==> src/set_assoc_cache_hit_model_core_defines.svh <==
// Assertion macros for the set-associative cache hit model core.
// Used by set_assoc_cache_hit_model_core.sv; no other dependencies.
`ifndef SET_ASSOC_CACHE_HIT_MODEL_CORE_DEFINES_SVH
`define SET_ASSOC_CACHE_HIT_MODEL_CORE_DEFINES_SVH

`ifndef SYNTH
// Checked on every clock edge outside reset.
`define SACH_ASSERT(lbl, prop, msg) \
   lbl: assert property (@(posedge clock) disable iff (reset) prop) else $error(msg);
// Checked on every clock edge, reset included.
`define SACH_ASSERT_ALWAYS(lbl, prop, msg) \
   lbl: assert property (@(posedge clock) prop) else $error(msg);
`else
`define SACH_ASSERT(lbl, prop, msg)
`define SACH_ASSERT_ALWAYS(lbl, prop, msg)
`endif

`endif

==> src/sach_pkg.sv <==
// Shared constants for the set-associative cache hit model core.
// No dependencies.
`timescale 1ns / 1ps

package sach_pkg;

   localparam int LINES_DEFAULT     = 32;
   localparam int ADDR_BITS_DEFAULT = 32;

   // Widths fixed by the register and beat fields.
   localparam int ADDR_W      = 32;
   localparam int LINE_OUT_W  = 5;
   localparam int COUNT_W     = 32;
   localparam int CSR_IDX_W   = 1;
   localparam int CSR_DATA_W  = 3;
   localparam int AGE_W       = 5;
   localparam int WAY_W       = 6;
   localparam int LFSR_W      = 16;

   localparam int WAYS_LOG2_MAX = 5;

   localparam logic [CSR_IDX_W-1:0] CSR_WAYS_LOG2    = 1'b0;
   localparam logic [CSR_IDX_W-1:0] CSR_REPLACE_MODE = 1'b1;

   localparam logic [AGE_W-1:0]   AGE_MAX   = 5'd31;
   localparam logic [LFSR_W-1:0]  LFSR_SEED = 16'hACE1;
   localparam logic [LFSR_W-1:0]  LFSR_MASK = 16'hB400;
   localparam logic [COUNT_W-1:0] COUNT_MAX = '1;

   localparam logic MODE_LRU = 1'b0;

   typedef logic [LFSR_W-1:0] lfsr_type;

   // One Galois step of the victim LFSR.
   function automatic lfsr_type lfsr_next(input lfsr_type cur);
      lfsr_type nxt;
      nxt = cur >> 1;
      if (cur[0]) begin
         nxt = nxt ^ LFSR_MASK;
      end
      return nxt;
   endfunction

endpackage

==> src/set_assoc_cache_hit_model_core.sv <==
// Set-associative cache hit model: one address per beat, one hit/line/total result per beat.
// Each beat runs the bit-serial set index remainder over the low min(ADDR_BITS,32) address bits,
// then walks the set through the single read port of the tag and age memories (reading each
// way in turn, checking the last way read and leaving the walk), then takes the fill step,
// which waits while the previous result is still unaccepted, and returns to the accept state.
// Addresses are taken only in the accept state, so beats never overlap.
// Valid bits are flip-flops cleared by reset, so no clearing pass is needed after reset.
// Depends on sach_pkg and set_assoc_cache_hit_model_core_defines.svh.
`timescale 1ns / 1ps
`include "set_assoc_cache_hit_model_core_defines.svh"

module set_assoc_cache_hit_model_core #(
   parameter int LINES     = sach_pkg::LINES_DEFAULT,
   parameter int ADDR_BITS = sach_pkg::ADDR_BITS_DEFAULT
) (
   input  logic                              clock,
   input  logic                              reset,
   input  logic                              csr_we,
   input  logic [sach_pkg::CSR_IDX_W-1:0]    csr_index,
   input  logic [sach_pkg::CSR_DATA_W-1:0]   csr_wdata,
   input  logic                              req_valid,
   output logic                              req_ready,
   input  logic [sach_pkg::ADDR_W-1:0]       req_address,
   output logic                              rsp_valid,
   input  logic                              rsp_ready,
   output logic                              rsp_hit,
   output logic [sach_pkg::LINE_OUT_W-1:0]   rsp_line,
   output logic [sach_pkg::COUNT_W-1:0]      rsp_hit_count,
   output logic [sach_pkg::COUNT_W-1:0]      rsp_access_count
);
   import sach_pkg::*;

   localparam int TAG_BITS = (ADDR_BITS < ADDR_W) ? ADDR_BITS : ADDR_W;
   localparam int LINE_W   = $clog2(LINES);
   localparam int BIT_W    = $clog2(TAG_BITS);
   localparam int LG_FLOOR = $clog2(LINES + 1) - 1;
   localparam int LG_MAX   = (LG_FLOOR < WAYS_LOG2_MAX) ? LG_FLOOR : WAYS_LOG2_MAX;
   localparam logic [LINE_W:0] LINES_V = (LINE_W+1)'(LINES);

   localparam logic [1:0] ST_IDLE = 2'd0;
   localparam logic [1:0] ST_MOD  = 2'd1;
   localparam logic [1:0] ST_SCAN = 2'd2;
   localparam logic [1:0] ST_FILL = 2'd3;

   // Configuration.
   logic [CSR_DATA_W-1:0] ways_log2_ff;
   logic                  replace_mode_ff;

   // Sequencer and per-beat working registers.
   logic [1:0]          state_ff, state_in;
   logic [TAG_BITS-1:0] addr_ff;
   logic [2:0]          lg_ff;
   logic [LINE_W:0]     sets_ff;
   logic [WAY_W-1:0]    ways_ff;
   logic [LINE_W:0]     rem_ff, rem_in;
   logic [BIT_W-1:0]    bit_cnt_ff, bit_cnt_in;
   logic [LINE_W-1:0]   base_ff, base_in;
   logic [WAY_W-1:0]    iss_cnt_ff, iss_cnt_in;
   logic                chk_vld_ff, chk_vld_in;
   logic [LINE_W-1:0]   chk_idx_ff, chk_idx_in;
   logic                hit_ff, hit_in;
   logic [LINE_W-1:0]   line_ff, line_in;
   logic                inv_found_ff, inv_found_in;
   logic [LINE_W-1:0]   inv_line_ff, inv_line_in;
   logic [AGE_W-1:0]    best_ff, best_in;
   logic [LINE_W-1:0]   best_line_ff, best_line_in;

   // Architectural state.
   lfsr_type            lfsr_ff;
   logic [COUNT_W-1:0]  hit_total_ff, access_total_ff;
   logic [LINES-1:0]    valid_ff;

   // Memories and their registered read data.
   logic [TAG_BITS-1:0] tag_mem [LINES];
   logic [AGE_W-1:0]    age_mem [LINES];
   logic [TAG_BITS-1:0] tag_rd_ff;
   logic [AGE_W-1:0]    age_rd_ff;

   // Result register.
   logic                  rsp_valid_ff;
   logic                  rsp_hit_ff;
   logic [LINE_OUT_W-1:0] rsp_line_ff;
   logic [COUNT_W-1:0]    rsp_hit_count_ff, rsp_access_count_ff;

   logic                  req_fire;
   logic [2:0]            lg_cap;
   logic [LINE_W:0]       rem_step;
   logic                  issue;
   logic [LINE_W+WAY_W-1:0] rd_sum, rnd_sum;
   logic [LINE_W-1:0]     rd_idx;
   logic [WAY_W-1:0]      way_mask;
   logic                  lru;
   logic                  chk_line_valid, chk_match;
   logic [AGE_W-1:0]      aged;
   logic                  age_we;
   logic [LINE_W-1:0]     age_waddr;
   logic [AGE_W-1:0]      age_wdata;
   logic                  fill_go, fill_we, rnd_pick;
   logic [LINE_W-1:0]     victim;
   logic [LINE_W+LINE_OUT_W-1:0] victim_ext;
   logic [COUNT_W-1:0]    hit_total_in, access_total_in;

   assign req_ready = (state_ff == ST_IDLE);
   assign req_fire  = req_valid && req_ready;
   assign lru       = (replace_mode_ff == MODE_LRU);

   // Values 6 and 7, and sets wider than the cache, fold down to the largest usable way count.
   assign lg_cap = (ways_log2_ff > 3'(LG_MAX)) ? 3'(LG_MAX) : ways_log2_ff;

   // One restoring step of the address-mod-sets remainder, most significant bit first.
   always_comb begin
      rem_step = {rem_ff[LINE_W-1:0], addr_ff[bit_cnt_ff]};
      if (rem_step >= sets_ff) begin
         rem_step = rem_step - sets_ff;
      end
   end

   assign issue    = (state_ff == ST_SCAN) && (iss_cnt_ff != ways_ff);
   assign rd_sum   = {{WAY_W{1'b0}}, base_ff} + {{LINE_W{1'b0}}, iss_cnt_ff};
   assign rd_idx   = rd_sum[LINE_W-1:0];
   assign way_mask = ways_ff - WAY_W'(1);
   assign rnd_sum  = {{WAY_W{1'b0}}, base_ff}
                   + {{LINE_W{1'b0}}, lfsr_ff[WAY_W-1:0] & way_mask};

   // Check stage: works on the way whose tag and age were read last cycle.
   assign chk_line_valid = valid_ff[chk_idx_ff];
   assign chk_match = chk_vld_ff && chk_line_valid && !hit_ff && (tag_rd_ff == addr_ff);
   assign aged = (age_rd_ff < AGE_MAX) ? (age_rd_ff + AGE_W'(1)) : age_rd_ff;

   assign rnd_pick = !hit_ff && !inv_found_ff && !lru;
   always_comb begin
      if (hit_ff) begin
         victim = line_ff;
      end else if (inv_found_ff) begin
         victim = inv_line_ff;
      end else if (lru) begin
         victim = best_line_ff;
      end else begin
         victim = rnd_sum[LINE_W-1:0];
      end
   end
   assign victim_ext = {{LINE_OUT_W{1'b0}}, victim};

   assign fill_go = (state_ff == ST_FILL) && !(rsp_valid_ff && !rsp_ready);
   assign fill_we = fill_go && !hit_ff;

   always_comb begin
      age_we    = 1'b0;
      age_waddr = chk_idx_ff;
      age_wdata = aged;
      if (fill_we) begin
         age_we    = 1'b1;
         age_waddr = victim;
         age_wdata = '0;
      end else if (chk_vld_ff && chk_line_valid && lru) begin
         age_we    = chk_match || (age_rd_ff < AGE_MAX);
         age_wdata = chk_match ? '0 : aged;
      end
   end

   assign hit_total_in = (hit_ff && (hit_total_ff != COUNT_MAX))
                       ? (hit_total_ff + COUNT_W'(1)) : hit_total_ff;
   assign access_total_in = (access_total_ff != COUNT_MAX)
                          ? (access_total_ff + COUNT_W'(1)) : access_total_ff;

   always_comb begin
      state_in     = state_ff;
      rem_in       = rem_ff;
      bit_cnt_in   = bit_cnt_ff;
      base_in      = base_ff;
      iss_cnt_in   = iss_cnt_ff;
      chk_vld_in   = issue;
      chk_idx_in   = rd_idx;
      hit_in       = hit_ff;
      line_in      = line_ff;
      inv_found_in = inv_found_ff;
      inv_line_in  = inv_line_ff;
      best_in      = best_ff;
      best_line_in = best_line_ff;
      unique case (state_ff)
         ST_IDLE: begin
            if (req_fire) begin
               state_in   = ST_MOD;
               rem_in     = '0;
               bit_cnt_in = BIT_W'(TAG_BITS - 1);
            end
         end
         ST_MOD: begin
            rem_in     = rem_step;
            bit_cnt_in = bit_cnt_ff - BIT_W'(1);
            if (bit_cnt_ff == '0) begin
               state_in     = ST_SCAN;
               base_in      = rem_step[LINE_W-1:0] << lg_ff;
               iss_cnt_in   = '0;
               hit_in       = 1'b0;
               line_in      = rem_step[LINE_W-1:0] << lg_ff;
               inv_found_in = 1'b0;
               best_in      = '0;
               best_line_in = rem_step[LINE_W-1:0] << lg_ff;
            end
         end
         ST_SCAN: begin
            if (issue) begin
               iss_cnt_in = iss_cnt_ff + WAY_W'(1);
            end
            if (chk_match) begin
               hit_in  = 1'b1;
               line_in = chk_idx_ff;
            end
            if (chk_vld_ff && !chk_line_valid && !inv_found_ff) begin
               inv_found_in = 1'b1;
               inv_line_in  = chk_idx_ff;
            end
            // On a full set every valid way has been aged, so the aged value ranks the ways.
            if (chk_vld_ff && chk_line_valid && (aged > best_ff)) begin
               best_in      = aged;
               best_line_in = chk_idx_ff;
            end
            if (!issue && !chk_vld_ff) begin
               state_in = ST_FILL;
            end
         end
         ST_FILL: begin
            if (fill_go) begin
               state_in = ST_IDLE;
            end
         end
         default: begin
            state_in = ST_IDLE;
         end
      endcase
   end

   // Control state.
   always_ff @(posedge clock) begin
      if (reset) begin
         state_ff        <= ST_IDLE;
         chk_vld_ff      <= 1'b0;
         valid_ff        <= '0;
         lfsr_ff         <= LFSR_SEED;
         hit_total_ff    <= '0;
         access_total_ff <= '0;
         rsp_valid_ff    <= 1'b0;
         ways_log2_ff    <= '0;
         replace_mode_ff <= 1'b0;
      end else begin
         state_ff   <= state_in;
         chk_vld_ff <= chk_vld_in;
         if (csr_we) begin
            unique case (csr_index)
               CSR_WAYS_LOG2:    ways_log2_ff    <= csr_wdata;
               CSR_REPLACE_MODE: replace_mode_ff <= csr_wdata[0];
               default:          ways_log2_ff    <= ways_log2_ff;
            endcase
         end
         if (rsp_valid_ff && rsp_ready && !fill_go) begin
            rsp_valid_ff <= 1'b0;
         end
         if (fill_go) begin
            rsp_valid_ff    <= 1'b1;
            hit_total_ff    <= hit_total_in;
            access_total_ff <= access_total_in;
            if (fill_we) begin
               valid_ff[victim] <= 1'b1;
            end
            if (rnd_pick) begin
               lfsr_ff <= lfsr_next(lfsr_ff);
            end
         end
      end
   end

   // Payload and working registers.
   always_ff @(posedge clock) begin
      if (req_fire) begin
         addr_ff <= req_address[TAG_BITS-1:0];
         lg_ff   <= lg_cap;
         sets_ff <= LINES_V >> lg_cap;
         ways_ff <= WAY_W'(1) << lg_cap;
      end
      rem_ff       <= rem_in;
      bit_cnt_ff   <= bit_cnt_in;
      base_ff      <= base_in;
      iss_cnt_ff   <= iss_cnt_in;
      chk_idx_ff   <= chk_idx_in;
      hit_ff       <= hit_in;
      line_ff      <= line_in;
      inv_found_ff <= inv_found_in;
      inv_line_ff  <= inv_line_in;
      best_ff      <= best_in;
      best_line_ff <= best_line_in;
      if (fill_go) begin
         rsp_hit_ff          <= hit_ff;
         rsp_line_ff         <= victim_ext[LINE_OUT_W-1:0];
         rsp_hit_count_ff    <= hit_total_in;
         rsp_access_count_ff <= access_total_in;
      end
   end

   always_ff @(posedge clock) begin
      if (fill_we) begin
         tag_mem[victim] <= addr_ff;
      end
      tag_rd_ff <= tag_mem[rd_idx];
   end

   always_ff @(posedge clock) begin
      if (age_we) begin
         age_mem[age_waddr] <= age_wdata;
      end
      age_rd_ff <= age_mem[rd_idx];
   end

   assign rsp_valid        = rsp_valid_ff;
   assign rsp_hit          = rsp_hit_ff;
   assign rsp_line         = rsp_line_ff;
   assign rsp_hit_count    = rsp_hit_count_ff;
   assign rsp_access_count = rsp_access_count_ff;

   `SACH_ASSERT(a_rsp_from_fill, $rose(rsp_valid_ff) |-> $past(state_ff == ST_FILL), "result beat raised outside the fill step")
   `SACH_ASSERT(a_hits_le_access, rsp_valid_ff |-> (rsp_hit_count_ff <= rsp_access_count_ff), "hit total exceeds access total")
   `SACH_ASSERT(a_chk_in_set, chk_vld_ff |-> ((chk_idx_ff >= base_ff) && (state_ff == ST_SCAN)), "way check outside the current set")
   `SACH_ASSERT(a_lfsr_nonzero, lfsr_ff != '0, "victim LFSR reached the all-zero lockup state")

endmodule
==> config.mk <==
export PLATFORM = sky130hd
export DESIGN_NAME = set_assoc_cache_hit_model_core
export DESIGN_NICKNAME = d
export VERILOG_FILES = /design/src/sach_pkg.sv /design/src/set_assoc_cache_hit_model_core.sv
export VERILOG_INCLUDE_DIRS = /design/src /design/src/src
export SDC_FILE = /design/constraint.sdc
export NUM_CORES = 1
export LEC_CHECK = 0
export BUFFER_PORTS_ARGS = -buffer_cell sky130_fd_sc_hd__buf_2
export CAP_MARGIN = 30
export CORE_MARGIN = 4
export CORE_UTILIZATION = 55
export DETAILED_ROUTE_END_ITERATION = 7
export PLACE_DENSITY = 0.73
export SETUP_SLACK_MARGIN = 0.4
export SKIP_LAST_GASP = 1
export SYNTH_ARGS = -nofsm -noshare
export SYNTH_HDL_FRONTEND = slang
export SYNTH_SLANG_ARGS = --single-unit
==> constraint.sdc <==
create_clock -name clock -period 9.5 [get_ports clock]
set_clock_uncertainty 0.15 [all_clocks]
set_input_delay 1.425 -clock clock [delete_from_list [all_inputs] [get_ports clock]]
set_output_delay 1.425 -clock clock [all_outputs]
set_load 0.1 [all_outputs]
-- Word level (Yosys, flattened, before mapping)
Memories as Yosys holds them, arrays and structs flattened. A register that Yosys moved wholly into a read port is not among the register bits.
Index checks and enable logic that the tools add are counted.
- register bits: 285
- bits in latches: 0
- RAM bits: 1184
- ROM bits: 0
- input bits: 41
- output and inout bits: 72
- word-level logic and storage cells: 167
- memories: 2
- memories (name ; words ; width ; read ports ; clocked after Yosys merged registers in ; write ports ; line ; source):
    tag_mem ; 32 ; 32 ; 1 ; 1 ; 1 ; set_assoc_cache_hit_model_core.sv:74 ; logic [TAG_BITS-1:0] tag_mem [LINES];
    age_mem ; 32 ; 5 ; 1 ; 1 ; 1 ; set_assoc_cache_hit_model_core.sv:75 ; logic [AGE_W-1:0] age_mem [LINES];
- add/sub/neg operators: 9
- multipliers: 0
- divide/modulo/power cells: 0
- magnitude comparators: 8
- eq/ne operators: 15
- shift operators: 3
- muxes and demuxes: 52
- bitwise operators: 5
- reduce and logical (&&, ||, !) cells: 45
- operator list (cell ; number):
    5-bit two-way mux ; 16
    32-bit by 1-bit adder with 32-bit output (second input constant) ; 2
    32-bit two-way mux ; 2
    32-bit inequality test (second input constant) ; 2
    5-bit one-hot mux with 2 select lines ; 5
    32-bit == test ; 1
    32-bit bitwise OR ; 1
    1-bit logical AND ; 19
    5-bit by 6-bit < comparator with 1-bit output (second input constant) ; 3
    16-bit two-way mux ; 1
    1-bit two-way mux ; 14
    2-bit AND reduction ; 7
    6-bit two-way mux ; 2
    6-bit one-hot mux with 2 select lines ; 1
    3-bit AND reduction ; 4
    5-bit adder ; 2
    1-bit binary-select mux with 5-bit select ; 2
    5-bit by 1-bit subtractor with 5-bit output (second input constant) ; 2
    1-bit logical NOT ; 8
    2-bit two-way mux ; 4
    2-bit by 1-bit inequality test with 1-bit output (second input constant) ; 4
    2-bit inequality test (second input constant) ; 4
    2-bit one-hot mux with 4 select lines ; 1
    6-bit by 1-bit adder with 6-bit output (second input constant) ; 1
    other kinds (24) ; 29

-- Depth between registers and ports, before layout
- depth after elaboration: 11
- mapped depth: 17
- depth with buffers taken out: 15

-- Worst setup path after synthesis
OpenSTA, ideal clock, no wires.
- kind: reg2reg
- start: reg ways_ff[0]
- end: mem tag_mem[4][0] (netlist name) (enable)
- data arrival time: 4838 ps
- setup slack: 4051 ps
- cell stages (with the launch flop): 14
- buffers on the path: 1
- cells stage by stage: edfxtp_1 > inv_1 > ha_1 > xor2_1 > and2_1 > ha_1 > a21o_1 > a21oi_1 > xnor2_1 > mux2_2 > o22ai_2 > inv_1 > buf_2 > nor3_1
- longest elaborated chain between the ends: 6
- RTL lines (element ; line ; source):
    start: declaration ; set_assoc_cache_hit_model_core.sv:54 ; logic [WAY_W-1:0] ways_ff;
    start signal: assignment ; set_assoc_cache_hit_model_core.sv:279 ; ways_ff <= WAY_W'(1) << lg_cap;
    5-bit by 1-bit subtractor with 5-bit output ; set_assoc_cache_hit_model_core.sv:121 ; assign way_mask = ways_ff - WAY_W'(1);
    5-bit AND ; set_assoc_cache_hit_model_core.sv:123 ; + {{LINE_W{1'b0}}, lfsr_ff[WAY_W-1:0] & way_mask};
    5-bit adder ; set_assoc_cache_hit_model_core.sv:123 ;
    5-bit two-way mux ; set_assoc_cache_hit_model_core.sv:136 ; end else if (lru) begin
    5-bit two-way mux ; set_assoc_cache_hit_model_core.sv:134 ; end else if (inv_found_ff) begin
    5-bit two-way mux ; set_assoc_cache_hit_model_core.sv:132 ; if (hit_ff) begin
    named net victim[4] ; set_assoc_cache_hit_model_core.sv:99 ; logic [LINE_W-1:0] victim;
    end: declaration ; set_assoc_cache_hit_model_core.sv:74 ;
The timed path passes the listed nets, and every way through them passes these cells.

-- Worst setup path in the final report
- start: in rsp_ready
- end: mem tag_mem[2][27] (netlist name) (enable)
- longest elaborated chain between the ends: 7
- RTL lines (element ; line ; source):
    start: declaration ; set_assoc_cache_hit_model_core.sv:25 ; input logic rsp_ready,
    1-bit logical NOT ; set_assoc_cache_hit_model_core.sv:144 ; assign fill_go = (state_ff == ST_FILL) && !(rsp_valid_ff && !rsp_ready);
    1-bit logical AND ; set_assoc_cache_hit_model_core.sv:144 ;
    1-bit logical NOT ; set_assoc_cache_hit_model_core.sv:144 ;
    1-bit logical AND ; set_assoc_cache_hit_model_core.sv:144 ;
    1-bit logical AND ; set_assoc_cache_hit_model_core.sv:145 ; assign fill_we = fill_go && !hit_ff;
    1-bit two-way mux ; set_assoc_cache_hit_model_core.sv:301 ; if (fill_we) begin
    1-bit two-way mux (not written as such) ; set_assoc_cache_hit_model_core.sv:302 ; tag_mem[victim] <= addr_ff;
No other way between the ends.

==> results.json <==
{
  "status": "completed",
  "hp-start": "lfsr_ff[10]$_SDFFE_PP1P_",
  "h-tree-depth": 4,
  "placed_area_um2": 62380,
  "clockBufferDepth": 3,
  "cts_tree": "built",
  "cp_num_buf_inv": 3,
  "p_leak_nw": 21.76,
  "utilization": 0.6263,
  "grt_antenna_before_repair": 3,
  "slew_viol_final": 0,
  "synth_nets": 3290,
  "clkLatencyLatePin_ns": 0.74,
  "critPathKind": "in2reg",
  "synth_ff_type": "edfxtp_1",
  "initial_core_util": 0.5542,
  "r2r_start": "sets_ff[4]$_SDFFCE_PP0P_",
  "yosysUniqueCellTypes": 63,
  "final_cell_mix": "edfxtp_1, mux4_2, nand2_1, nor2_1, dfxtp_1",
  "grt_pass1_wl_um": 200900,
  "final_common_cell": "edfxtp_1",
  "synth-edff-count": 1338,
  "yosysWarnings": 0,
  "grt_max_degree": 163,
  "antenna_cells": 0,
  "hp-class": "reg2reg",
  "drt-wirelength-per-cell_um": 27.15,
  "critPathMaxStageDelay_ns": 0.76,
  "syn2layout_area_growth_pct": 13.02,
  "synth_top_cell_area_share": 0.6763,
  "port_buffers": 112,
  "yosys.area.top_type": "edfxtp_1",
  "rsz0062_at_grt": "false",
  "drt-total-wl_um": 134400,
  "period_share": 0.5638,
  "dieWidth_um": 336.7,
  "cp-end-kind": "flop",
  "drt_pass1_iterations": 8,
  "crit_arrival_ns": 5.58,
  "relSlewSlack": 0.2535,
  "crit_fanout": 39,
  "hold_viol": 0,
  "path_cells": "buf_2 > nand2b_1 > nand2_1 > clkinv_2 > nand2_1 > nor2_1 > nand2_1 > nor3_2 > buf_4",
  "overflow": 0,
  "crit_family": "simple AND/OR/NAND/NOR gates",
  "syn_inst": 3217,
  "cp-startpoint": "rsp_ready",
  "max_freq_mhz": 186.7,
  "synth.area.top_cells": "edfxtp_1, mux4_2, dfxtp_1, nand2_1, xnor2_1",
  "drive_above_1_share": 0.2413,
  "ios": 113,
  "worstSetupStartpointType": "input port",
  "fin_ws_ns": 4.144,
  "vias_per_cell": 6.275,
  "antenna_left": 0,
  "drv_cap": 0,
  "cp_common_cell": "nand2_1",
  "setup-violations-final": 0,
  "floorplan.die_area_um2": 113300,
  "die_h_um": 336.7,
  "clk_pin_slew_worst_paths_ns": 0.06,
  "ir_drop_mv": 0.2168,
  "dp_slack_ns": 3.496,
  "final_cell_area_um2": 67140,
  "syn_avg_cell_area_um2": 18.47,
  "setup_tns_ns": 0,
  "cts_buffers": 147,
  "cts_hold_buf": 0,
  "cts_root_buffer": "clkbuf_16",
  "core.rowCount": 120,
  "nNetsFinal": 3501,
  "cts_setup_buffers": 0,
  "synth_area_um2": 59410,
  "worst_slew_pin_slew_ns": 1.120,
  "num_vias": 31070,
  "dp_hpwl_um": 77410,
  "clock-sinks": 1500,
  "p_per_area_nw_per_um2": 300.3,
  "cp.required_ns": 9.72,
  "gp_congestion": 0.8677,
  "drt_iter0_drc": 3521,
  "post_cts_resized": 0,
  "drc_errors": 0,
  "core_area_um2": 107200,
  "synth_async_sr_flop_share": 0,
  "grt_pass1_vias": 31780,
  "crit_slowest_cell": "nor3_2",
  "synth.yosys.seq_area_share": 0.7309,
  "synth-seq-cells": 1500,
  "period_minus_slack_ns": 5.356,
  "track_usage": 0.2393
}
==> metrics by stage <==
stage               power [mW]  hold slack (ns)  instances
global placement         14.44           0.2892       4658
CTS                      20.27           0.3009       4947
global route             21.01           0.3215       4951
finish                   20.17           0.3026       4951
floorplan                12.69           0.2564       3217
detailed placement       14.62           0.3073       4678
==> flip-flops by register name, summed over array words and instances, names as in the netlist, 5 cells and up <==
name / cells
age_mem: 160
tag_mem: 1024
bit_cnt_ff: 5
hit_total_ff: 32
best_ff: 5
rem_ff: 5
sets_ff: 5
line_ff: 5
valid_ff: 32
rsp_access_count: 32
rsp_line: 5
base_ff: 5
best_line_ff: 5
chk_idx_ff: 5
tag_rd_ff: 32
inv_line_ff: 5
lfsr_ff: 16
iss_cnt_ff: 6
addr_ff: 32
age_rd_ff: 5
rsp_hit_count: 32
access_total_ff: 32
==> cell families (layout without fill, tap and decap cells) <==
family | Yosys count | count (layout) | share of synthesized area
xor gates and xnor gates | 167 | 167 | 0.02462
DFF | 1500 | 1500 | 0.7309
adders and majority gates | 32 | 32 | 0.007119
AOI/OAI and AO/OA | 186 | 186 | 0.02018
buffers and inverters | 192 | 523 | 0.01321
and+or+nand+nor | 722 | 722 | 0.05552
muxes | 418 | 418 | 0.1484
==> final timing paths <==
kind,end,slack [ns],cells after the start
worst min-delay path,lfsr_ff[9]$_SDFFE_PP0P_,0.30,2
worst max register to register,tag_mem[24][4]$_DFFE_PP_,4.45,15
worst min register to register,lfsr_ff[9]$_SDFFE_PP0P_,0.30,2
worst max-delay path,tag_mem[2][27]$_DFFE_PP_,4.14,9
==> cell usage after synthesis (all sizes together) (2+ instances only) <==
master	number
ha	29
and2	20
a21o	7
xor2	56
a31oi	47
mux2	4
and4	4
a211oi	4
o21a	7
nand3b	8
edfxtp	1338
buf	52
nor2b	23
nand3	43
mux4	370
or4	2
xnor2	111
mux2i	44
a21oi	46
fa	3
a22oi	10
or3	19
a211o	6
clkbuf	98
nand2b	10
inv	42
nor4	13
nor3b	6
nor3	51
o21ai	34
and3	12
a31o	3
nand2	261
a311oi	7
nor2	226
o31ai	4
dfxtp	162
nand4	23
==> tightest hold or removal path: stages (launching register included) <==
cell	delay (ns)
dfxtp_1	0.31
nand2_1	0.06
a21oi_1	0.05
==> metal layers <==
metal  global-route usage  vias up  share of wire
met5                    0        -              0
met4              0.06775        0          0.025
met3              0.04259      244          0.079
met2               0.4034     1456           0.51
met1               0.3259    16230           0.39
li1                     -    13140              -
==> where the power goes <==
group	internal, mW	leakage (nW)	switching (mW)
Combinational	2.60	6.14	3.80
Clock	3.24	2.32	2.40
Sequential	7.93	13.3	0.195
Total	13.8	21.8	6.39
==> area by class of cell <==
type | instances | area (um2)
timing repair buffer | 212 | 1622
sequential | 1500 | 43420
clock inverter | 60 | 515.5
inverter | 42 | 158.9
multi-input combinational | 1525 | 15480
clock buffer | 209 | 4190
tap | 1403 | 1755
fill | 7157 | 40060
No activity file was read; power rests on OpenSTA's default activity.
